### config.mk
export PLATFORM = sky130hd
export DESIGN_NAME = cursor_array_list_flat
export DESIGN_NICKNAME = d
export VERILOG_FILES = /design/src/rtl/cal_pkg.sv /design/src/rtl/cal_if.sv /design/src/rtl/cal_core.sv /design/src/rtl/cursor_array_list.sv /design/src/flat_wrapper.sv
export SDC_FILE = /design/constraint.sdc
export NUM_CORES = 2
export LEC_CHECK = 0
export ABC_AREA = 1
export CAP_MARGIN = 10
export CORE_UTILIZATION = 40
export CTS_CLUSTER_DIAMETER = 120
export DETAILED_ROUTE_END_ITERATION = 12
export DONT_BUFFER_PORTS = 1
export GPL_TIMING_DRIVEN = 0
export SLEW_MARGIN = 25
export SYNTH_ARGS = -nofsm -noshare
export SYNTH_HDL_FRONTEND = slang
export SYNTH_SLANG_ARGS = --single-unit
### constraint.sdc
create_clock -name clk -period 5.9 [get_ports clk]
set_input_delay 1.18 -clock clk [delete_from_list [all_inputs] [get_ports clk]]
set_output_delay 1.18 -clock clk [all_outputs]
set_load 0.02 [all_outputs]
### src/rtl/cal_pkg.sv
// Shared types and constants for the cursor array list.
// No dependencies; every other file in rtl/ imports this package.
package cal_pkg;

    localparam int CAPACITY  = 64;
    localparam int WORD_BITS = 32;
    localparam int IDX_W     = $clog2(CAPACITY);
    localparam int CNT_W     = $clog2(CAPACITY + 1);
    localparam int KIND_W    = 4;

    // Value returned by a remove from an empty list (the character '0').
    localparam logic [WORD_BITS-1:0] EMPTY_READ = WORD_BITS'(48);

    typedef enum logic [KIND_W-1:0] {
        KIND_FIRST      = 4'd0,
        KIND_LAST       = 4'd1,
        KIND_NEXT       = 4'd2,
        KIND_PRIOR      = 4'd3,
        KIND_INS_AFTER  = 4'd4,
        KIND_INS_BEFORE = 4'd5,
        KIND_REMOVE     = 4'd6,
        KIND_REPLACE    = 4'd7,
        KIND_CLEAR      = 4'd8
    } kind_t;

    typedef enum logic [2:0] {
        ST_IDLE,
        ST_RM_CAP,
        ST_MOVE,
        ST_INS_WR,
        ST_RM_END,
        ST_FINISH
    } state_t;

    typedef struct packed {
        logic [KIND_W-1:0]           kind;
        logic signed [WORD_BITS-1:0] value;
    } req_t;

    typedef struct packed {
        logic                        ok;
        logic signed [WORD_BITS-1:0] read_value;
        logic [IDX_W-1:0]            cursor_pos;
        logic [CNT_W-1:0]            entry_count;
        logic                        is_empty;
        logic                        is_full;
    } res_t;

endpackage

### src/rtl/cal_if.sv
// Valid/ready channel interfaces for the cursor array list requests and results.
// Depends on cal_pkg for field widths.
interface cal_req_if import cal_pkg::*; ();
    logic                        valid;
    logic                        ready;
    logic [KIND_W-1:0]           kind;
    logic signed [WORD_BITS-1:0] value;

    modport source (output valid, kind, value, input ready);
    modport sink (input valid, kind, value, output ready);
endinterface

interface cal_rsp_if import cal_pkg::*; ();
    logic                        valid;
    logic                        ready;
    logic                        ok;
    logic signed [WORD_BITS-1:0] read_value;
    logic [IDX_W-1:0]            cursor_pos;
    logic [CNT_W-1:0]            entry_count;
    logic                        is_empty;
    logic                        is_full;

    modport source (output valid, ok, read_value, cursor_pos, entry_count, is_empty, is_full,
                    input ready);
    modport sink (input valid, ok, read_value, cursor_pos, entry_count, is_empty, is_full,
                  output ready);
endinterface

### src/rtl/cal_core.sv
// List engine: entry memory, count, cursor and the sequencer that shifts entries.
// Depends on cal_pkg.
module cal_core import cal_pkg::*;
(
    input  logic             clk,
    input  logic             rst_n,
    input  logic             start,
    output logic             idle,
    input  req_t             req,
    input  logic [CNT_W-1:0] limit,
    output logic             res_valid,
    input  logic             res_ready,
    output res_t             res
);

    logic [WORD_BITS-1:0] mem [CAPACITY];
    logic [WORD_BITS-1:0] rdata_reg;

    state_t               state_reg, state_next;
    logic [IDX_W-1:0]     cur_reg, cur_next;
    logic [CNT_W-1:0]     count_reg, count_next;
    logic [CNT_W-1:0]     left_reg, left_next;
    logic                 pend_reg, pend_next;
    logic                 ok_reg, ok_next;
    logic [WORD_BITS-1:0] rv_reg, rv_next;
    logic [WORD_BITS-1:0] value_reg, value_next;
    logic [IDX_W-1:0]     pos_reg, pos_next;
    logic [IDX_W-1:0]     src_reg, src_next;
    logic [IDX_W-1:0]     pend_dst_reg, pend_dst_next;
    logic                 up_reg, up_next;

    logic                 rd_en;
    logic [IDX_W-1:0]     rd_addr;
    logic                 wr_en;
    logic [IDX_W-1:0]     wr_addr;
    logic [WORD_BITS-1:0] wr_data;

    logic [CNT_W-1:0]     eff_limit;
    logic                 empty;
    logic                 full;
    logic [CNT_W-1:0]     cur_ext;
    logic [IDX_W-1:0]     ins_pos;

    always_comb
    begin
        if (limit == '0)
        begin
            eff_limit = CNT_W'(1);
        end
        else if (limit > CNT_W'(CAPACITY))
        begin
            eff_limit = CNT_W'(CAPACITY);
        end
        else
        begin
            eff_limit = limit;
        end
    end

    assign empty   = (count_reg == '0);
    assign full    = (count_reg >= eff_limit);
    assign cur_ext = {{(CNT_W-IDX_W){1'b0}}, cur_reg};
    assign ins_pos = empty ? '0
                   : ((req.kind == KIND_INS_AFTER) ? cur_reg + IDX_W'(1) : cur_reg);

    always_comb
    begin
        state_next    = state_reg;
        cur_next      = cur_reg;
        count_next    = count_reg;
        left_next     = left_reg;
        pend_next     = 1'b0;
        ok_next       = ok_reg;
        rv_next       = rv_reg;
        value_next    = value_reg;
        pos_next      = pos_reg;
        src_next      = src_reg;
        pend_dst_next = pend_dst_reg;
        up_next       = up_reg;
        rd_en         = 1'b0;
        rd_addr       = cur_reg;
        wr_en         = 1'b0;
        wr_addr       = cur_reg;
        wr_data       = req.value;
        idle          = 1'b0;
        res_valid     = 1'b0;

        unique case (state_reg)
            ST_IDLE:
            begin
                idle = 1'b1;
                if (start)
                begin
                    ok_next    = 1'b0;
                    rv_next    = '0;
                    value_next = req.value;
                    state_next = ST_FINISH;
                    case (req.kind) inside
                        KIND_FIRST:
                        begin
                            if (!empty)
                            begin
                                cur_next = '0;
                                ok_next  = 1'b1;
                            end
                        end
                        KIND_LAST:
                        begin
                            if (!empty)
                            begin
                                cur_next = IDX_W'(count_reg - CNT_W'(1));
                                ok_next  = 1'b1;
                            end
                        end
                        KIND_NEXT:
                        begin
                            if (!empty && (cur_ext + CNT_W'(1) < count_reg))
                            begin
                                cur_next = cur_reg + IDX_W'(1);
                                ok_next  = 1'b1;
                            end
                        end
                        KIND_PRIOR:
                        begin
                            if (!empty && (cur_reg != '0))
                            begin
                                cur_next = cur_reg - IDX_W'(1);
                                ok_next  = 1'b1;
                            end
                        end
                        KIND_INS_AFTER, KIND_INS_BEFORE:
                        begin
                            if (!full)
                            begin
                                // Entries from the insert point to the end move up one place,
                                // highest first.
                                pos_next   = ins_pos;
                                src_next   = IDX_W'(count_reg - CNT_W'(1));
                                left_next  = count_reg - {{(CNT_W-IDX_W){1'b0}}, ins_pos};
                                up_next    = 1'b1;
                                state_next = ST_MOVE;
                            end
                        end
                        KIND_REMOVE:
                        begin
                            if (empty)
                            begin
                                rv_next = EMPTY_READ;
                            end
                            else
                            begin
                                rd_en      = 1'b1;
                                rd_addr    = cur_reg;
                                state_next = ST_RM_CAP;
                            end
                        end
                        KIND_REPLACE:
                        begin
                            if (!empty)
                            begin
                                wr_en   = 1'b1;
                                wr_addr = cur_reg;
                                wr_data = req.value;
                                ok_next = 1'b1;
                            end
                        end
                        KIND_CLEAR:
                        begin
                            cur_next   = '0;
                            count_next = '0;
                            ok_next    = 1'b1;
                        end
                        default:
                        begin
                        end
                    endcase
                end
            end

            ST_RM_CAP:
            begin
                // The removed word arrives here; entries after it move down one place.
                rv_next    = rdata_reg;
                src_next   = cur_reg + IDX_W'(1);
                left_next  = count_reg - CNT_W'(1) - cur_ext;
                up_next    = 1'b0;
                state_next = ST_MOVE;
            end

            ST_MOVE:
            begin
                // Read one entry per cycle and write the word read in the previous cycle.
                if (left_reg != '0)
                begin
                    rd_en         = 1'b1;
                    rd_addr       = src_reg;
                    pend_next     = 1'b1;
                    pend_dst_next = up_reg ? src_reg + IDX_W'(1) : src_reg - IDX_W'(1);
                    src_next      = up_reg ? src_reg - IDX_W'(1) : src_reg + IDX_W'(1);
                    left_next     = left_reg - CNT_W'(1);
                end
                if (pend_reg)
                begin
                    wr_en   = 1'b1;
                    wr_addr = pend_dst_reg;
                    wr_data = rdata_reg;
                end
                if ((left_reg == '0) && !pend_reg)
                begin
                    state_next = up_reg ? ST_INS_WR : ST_RM_END;
                end
            end

            ST_INS_WR:
            begin
                wr_en      = 1'b1;
                wr_addr    = pos_reg;
                wr_data    = value_reg;
                cur_next   = pos_reg;
                count_next = count_reg + CNT_W'(1);
                ok_next    = 1'b1;
                state_next = ST_FINISH;
            end

            ST_RM_END:
            begin
                count_next = count_reg - CNT_W'(1);
                if (cur_ext >= count_reg - CNT_W'(1))
                begin
                    cur_next = '0;
                end
                ok_next    = 1'b1;
                state_next = ST_FINISH;
            end

            ST_FINISH:
            begin
                res_valid = 1'b1;
                if (res_ready)
                begin
                    state_next = ST_IDLE;
                end
            end

            default:
            begin
                state_next = ST_IDLE;
            end
        endcase
    end

    assign res.ok          = ok_reg;
    assign res.read_value  = rv_reg;
    assign res.cursor_pos  = cur_reg;
    assign res.entry_count = count_reg;
    assign res.is_empty    = empty;
    assign res.is_full     = full;

    always_ff @(posedge clk or negedge rst_n)
    begin
        if (!rst_n)
        begin
            state_reg <= ST_IDLE;
            cur_reg   <= '0;
            count_reg <= '0;
            left_reg  <= '0;
            pend_reg  <= 1'b0;
        end
        else
        begin
            state_reg <= state_next;
            cur_reg   <= cur_next;
            count_reg <= count_next;
            left_reg  <= left_next;
            pend_reg  <= pend_next;
        end
    end

    always_ff @(posedge clk)
    begin
        ok_reg       <= ok_next;
        rv_reg       <= rv_next;
        value_reg    <= value_next;
        pos_reg      <= pos_next;
        src_reg      <= src_next;
        pend_dst_reg <= pend_dst_next;
        up_reg       <= up_next;
    end

    always_ff @(posedge clk)
    begin
        if (wr_en)
        begin
            mem[wr_addr] <= wr_data;
        end
        if (rd_en)
        begin
            rdata_reg <= mem[rd_addr];
        end
    end

endmodule

### src/rtl/cursor_array_list.sv
// Top level of the cursor array list: limit register, request intake and result register.
// Depends on cal_pkg, cal_if (cal_req_if, cal_rsp_if) and cal_core.
//
//   channel   direction  handshake          payload
//   req       in         valid/ready        kind, value
//   rsp       out        valid/ready        ok, read_value, cursor_pos, entry_count,
//                                           is_empty, is_full
//   cfg       in         cfg_we             cfg_wdata (capacity_limit)
//
// One word is worked on at a time. Insert and remove move the entries behind the insert
// or remove point one place, each with one read and one write on the single memory port
// pair; cursor moves, replace, clear and refused requests move no entries.
// Reset clears count, cursor and control state and sets the limit to 64; memory
// contents are not cleared. A result waiting on rsp does not block the next request.
module cursor_array_list import cal_pkg::*;
(
    input  logic             clk,
    input  logic             rst_n,
    cal_req_if.sink          req,
    cal_rsp_if.source        rsp,
    input  logic             cfg_we,
    input  logic [CNT_W-1:0] cfg_wdata
);

    logic [CNT_W-1:0] limit_reg;
    logic             out_valid_reg;
    res_t             out_reg;

    logic             core_idle;
    logic             core_res_valid;
    logic             core_res_ready;
    res_t             core_res;
    req_t             core_req;

    assign core_req.kind  = req.kind;
    assign core_req.value = req.value;
    assign req.ready      = core_idle;

    // The result slot takes a new word when empty or when its word leaves this cycle.
    assign core_res_ready = !out_valid_reg || rsp.ready;

    cal_core u_core (
        .clk       (clk),
        .rst_n     (rst_n),
        .start     (req.valid),
        .idle      (core_idle),
        .req       (core_req),
        .limit     (limit_reg),
        .res_valid (core_res_valid),
        .res_ready (core_res_ready),
        .res       (core_res)
    );

    always_ff @(posedge clk or negedge rst_n)
    begin
        if (!rst_n)
        begin
            limit_reg     <= CNT_W'(CAPACITY);
            out_valid_reg <= 1'b0;
        end
        else
        begin
            if (cfg_we)
            begin
                limit_reg <= cfg_wdata;
            end
            if (core_res_ready)
            begin
                out_valid_reg <= core_res_valid;
            end
        end
    end

    always_ff @(posedge clk)
    begin
        if (core_res_ready && core_res_valid)
        begin
            out_reg <= core_res;
        end
    end

    assign rsp.valid       = out_valid_reg;
    assign rsp.ok          = out_reg.ok;
    assign rsp.read_value  = out_reg.read_value;
    assign rsp.cursor_pos  = out_reg.cursor_pos;
    assign rsp.entry_count = out_reg.entry_count;
    assign rsp.is_empty    = out_reg.is_empty;
    assign rsp.is_full     = out_reg.is_full;

endmodule
### src/flat_wrapper.sv
// flat-port wrapper written by rule: the top's interface ports become plain ports
module cursor_array_list_flat import cal_pkg::*;
  (clk, rst_n, cfg_we, cfg_wdata, req_valid, req_kind, req_value, req_ready, rsp_valid, rsp_ok, rsp_read_value, rsp_cursor_pos, rsp_entry_count, rsp_is_empty, rsp_is_full, rsp_ready);
  cal_req_if req_i ();
  cal_rsp_if rsp_i ();
  input  logic clk;
  input  logic rst_n;
  input  logic cfg_we;
  input  logic [CNT_W-1:0] cfg_wdata;
  input wire logic [$bits(req_i.valid)-1:0] req_valid;
  input wire logic [$bits(req_i.kind)-1:0] req_kind;
  input wire logic [$bits(req_i.value)-1:0] req_value;
  output wire logic [$bits(req_i.ready)-1:0] req_ready;
  output wire logic [$bits(rsp_i.valid)-1:0] rsp_valid;
  output wire logic [$bits(rsp_i.ok)-1:0] rsp_ok;
  output wire logic [$bits(rsp_i.read_value)-1:0] rsp_read_value;
  output wire logic [$bits(rsp_i.cursor_pos)-1:0] rsp_cursor_pos;
  output wire logic [$bits(rsp_i.entry_count)-1:0] rsp_entry_count;
  output wire logic [$bits(rsp_i.is_empty)-1:0] rsp_is_empty;
  output wire logic [$bits(rsp_i.is_full)-1:0] rsp_is_full;
  input wire logic [$bits(rsp_i.ready)-1:0] rsp_ready;
  assign req_i.valid = req_valid;
  assign req_i.kind = req_kind;
  assign req_i.value = req_value;
  assign req_ready = req_i.ready;
  assign rsp_valid = rsp_i.valid;
  assign rsp_ok = rsp_i.ok;
  assign rsp_read_value = rsp_i.read_value;
  assign rsp_cursor_pos = rsp_i.cursor_pos;
  assign rsp_entry_count = rsp_i.entry_count;
  assign rsp_is_empty = rsp_i.is_empty;
  assign rsp_is_full = rsp_i.is_full;
  assign rsp_i.ready = rsp_ready;
  cursor_array_list u_core (.clk(clk), .rst_n(rst_n), .req(req_i), .rsp(rsp_i), .cfg_we(cfg_we), .cfg_wdata(cfg_wdata));
endmodule
==> results by group <==
Outcome
  • Status: finished, final reports clean

Setup path
  • CP Cell Sequence: clkbuf_1 > inv_1 > nand2_1 > nand2_2 > buf_2 > buf_2 > nand2_1 > nand3_1 > nand3_1 > nand3_1 > nand3_1 > nand3_1 > nand2_1
  • Worst Path Buf+Inv: 4
  • Worst EP arrival: 5780 ps
  • Worst path most repeated cell: nand3_1
  • Critical path required time: 6460 ps
  • Crit end category: register
  • Worst Setup Start Kind: register
  • Critical path fanouts, max: 10
  • Crit-path leading delay family: simple AND/OR/NAND/NOR gates
  • CP Class: reg -> reg
  • Worst path slowest cell: buf_2
  • Delay of the slowest cell on the worst path: 800 ps

Synth
  • Post-synth EDFFs: roughly 2,200
  • Mapped Cells: 9,666
  • Yosys warns: 0
  • Async SR Flop Fraction: 0.0143
  • Main flop type after synthesis: edfxtp_1
  • Syn Std Cell Area: 0.0993 mm²
  • Avg Cell Area, Syn: 10.3 µm²
  • Yosys reg bits: 2,244
  • Yosys cell types: 52
  • Post-synth net total: 9,750
  • Register area share after synthesis: 0.677

Route
  • WL/cell: 28.5 µm
  • DR iter-0 viols: 13,300
  • Vias: 76,100
  • Pre-Repair DR Iteration Count: 7
  • Drt via density: approximately 5.6
  • DRC Markers: 0
  • Total wire length: 390,000 µm
  • Post-route ant nets: 0

Final layout
  • Post-route cell area: roughly 0.12 mm²
  • Number of nets in the layout: approximately 10,000
  • Ratio of cells with drive above 1 in the final layout: 0.0915
  • Top reg by flops: u_core.u_core.mem
  • Max FFs per register: approximately 2,000
  • Fill count: 22,200
  • Synth-to-layout area growth: 17.2%

Floorplanning
  • Initial core utilization: 0.403
  • Core area: 0.246 mm²
  • Die Y-Extent: 500 µm
  • IO Count: 98
  • Core Rows: 182
  • Die area: about 0.25 mm²
  • Die width: 500 µm

GRT
  • Total Routing Usage GR: 0.306
  • Initial antenna violation count: 30
  • Largest net degree at the start of global routing: 63
  • First-pass GRT wire length: 531,000 µm
  • Grt total ovfl: 0
  • Vias in the first global route: 69,200

CTS
  • Clk pin slew, worst setup/hold paths: ~60 ps
  • H-Tree Depth: 4
  • CTS Root Cell: clkbuf_16
  • Clock latency on the worst-skew pair: roughly 930 ps
  • TritonCTS clock tree: yes
  • Clk buf depth: 3
  • Sink count of the clock tree: between 2,000 and 2,500
  • Num CTS Buffers: 228

Power
  • Cell area power density: 515 mW/mm²
  • VDD IR max: 0.302 mV
  • Leak: roughly 49 nW

Placement
  • HPWL after DPL: 284,000 µm
  • Gpl congestion: 1.03
  • Post-Place Cell Area: 0.109 mm²
  • Port buffer count: 0

STA
  • Max Clock Skew: around 63 ps
  • Final Hold Vio Count: 0
  • Max_slew headroom: 0.161
  • Least-Margin Pin Slew: 1260 ps
  • Fin crit period: roughly 5200 ps
  • Final slew viol count: 0
  • F_max: approximately 190 MHz
  • Setup_tns: 0 ps
  • Final critical-path share of the clock period: 0.884
  • Final setup viols: 0
  • RSZ-0062 raised after global routing: false

Run
  • Max_cap viols: 0

Worst hold path
  • Worst hold path class: in -> async
==> metrics by stage <==
step                      setup slack, ps  instances  power (mW)  utilization  hold slack [ps]
after floorplan                      -303       9666        32.9            -              400
after global placement              -6460      13000        44.2        0.420              407
after detailed placement             1150      13200        45.0        0.444              405
after CTS                            1150      13600        58.5        0.472             62.2
after global routing                  873      13600        61.0        0.472             84.0
final                                 683      13700        59.9        0.472             72.8
==> repair_timing <==
item                                   in CTS  in global routing
endpoints found under the hold margin      31                  0
gates resized for setup                     0                  0
buffers inserted                            0                  0
hold buffers                                1                  0
==> cell usage after synthesis, types with 3 or more instances <==
cell,count,area [µm²]
clkbuf_1,168,631
dfrtp_1,31,776
nor3_1,16,80.1
buf_4,6,45.0
o221ai_1,7,61.3
nand3_1,2195,11000
buf_1,78,293
inv_1,2052,7700
mux2_2,4,45.0
edfxtp_1,2212,66400
inv_2,9,33.8
or2_2,6,37.5
o21ai_0,47,235
ha_1,34,425
xnor2_1,3,26.3
a221oi_1,3,26.3
o21ai_2,3,26.3
nand3b_1,5,37.5
xor2_1,15,131
nor2_4,3,33.8
nand4_1,17,106
o211ai_1,11,82.6
nor2_1,165,619
a21oi_1,45,225
buf_2,244,1220
nand2_2,4,25.0
nand2_1,2223,8340
a221o_1,22,220
o21ai_1,4,20.0
==> final cells by class <==
class                      instances  area, µm²  share of cell area
clock inverter                   111        826             0.00710
multi-input combinational       4861      22900               0.197
inverter                        2063       7740              0.0665
buffer                           498       2220              0.0191
timing repair buffer             255       5230              0.0449
sequential                      2244      67200               0.578
antenna                           15       37.5            0.000323
clock buffer                     298       6010              0.0517
tap                             3312       4140              0.0356
==> power by group <==
part	internal, mW	switching, mW	total, mW
sequential	20.1	0.424	20.6
combinational	5.61	20.0	25.6
clock	7.43	6.29	13.7
==> worst paths after layout <==
path / from / end / cells after the start / slack (ps)
setup reg to reg: u_core.u_core.cur_reg[0]$_DFFE_PN0P_ / u_core.u_core.rdata_reg[4]$_DFFE_PP_ / 13 / 680
max in group asynchronous: rst_n / u_core.u_core.left_reg[1]$_DFFE_PN0P_ / 1 / 5570
setup / recovery: u_core.u_core.cur_reg[0]$_DFFE_PN0P_ / u_core.u_core.rdata_reg[4]$_DFFE_PP_ / 13 / 680
hold / removal: rst_n / u_core.limit_reg[2]$_DFFE_PN0P_ / 1 / 70
hold reg to reg: u_core.u_core.rv_reg[21]$_SDFFCE_PN0P_ / u_core.rsp.read_value[21]$_DFFE_PP_ / 0 / 420
min in group clk: req_value[3] / u_core.u_core.value_reg[3]$_DFFE_PP_ / 0 / 370
==> placed cells by master (no fill, tap or decap), drive strengths merged, types with 31 or more instances in the layout <==
cell    count
a21oi      45
o21ai      54
edfxtp   2212
nand3    2197
buf       585
ha         34
clkbuf    466
nand2    2228
nor2      170
clkinv     99
inv      2067
dfrtp      31
==> logic make-up after synthesis <==
family | count (synthesis) | share of synthesized area
XOR/XNOR | 18 | 0.00159
flip-flops | 2244 | 0.677
AO/OA/AOI/OAI | 161 | 0.0107
AND/OR/NAND/NOR | 4641 | 0.205
multiplexers | 5 | 0.000555
buffers and inverters | 2561 | 0.100
adder cells (fa/ha/maj) | 36 | 0.00469
==> layer usage <==
layer,share of wire,GRT usage,vias up
li1,-,-,32600
met1,0.36,0.390,36500
met2,0.42,0.451,5723
met3,0.14,0.0955,1286
met4,0.075,0.192,8
met5,0.00053,0.00502,-
Note: power is estimated with default switching activity, not from simulation.
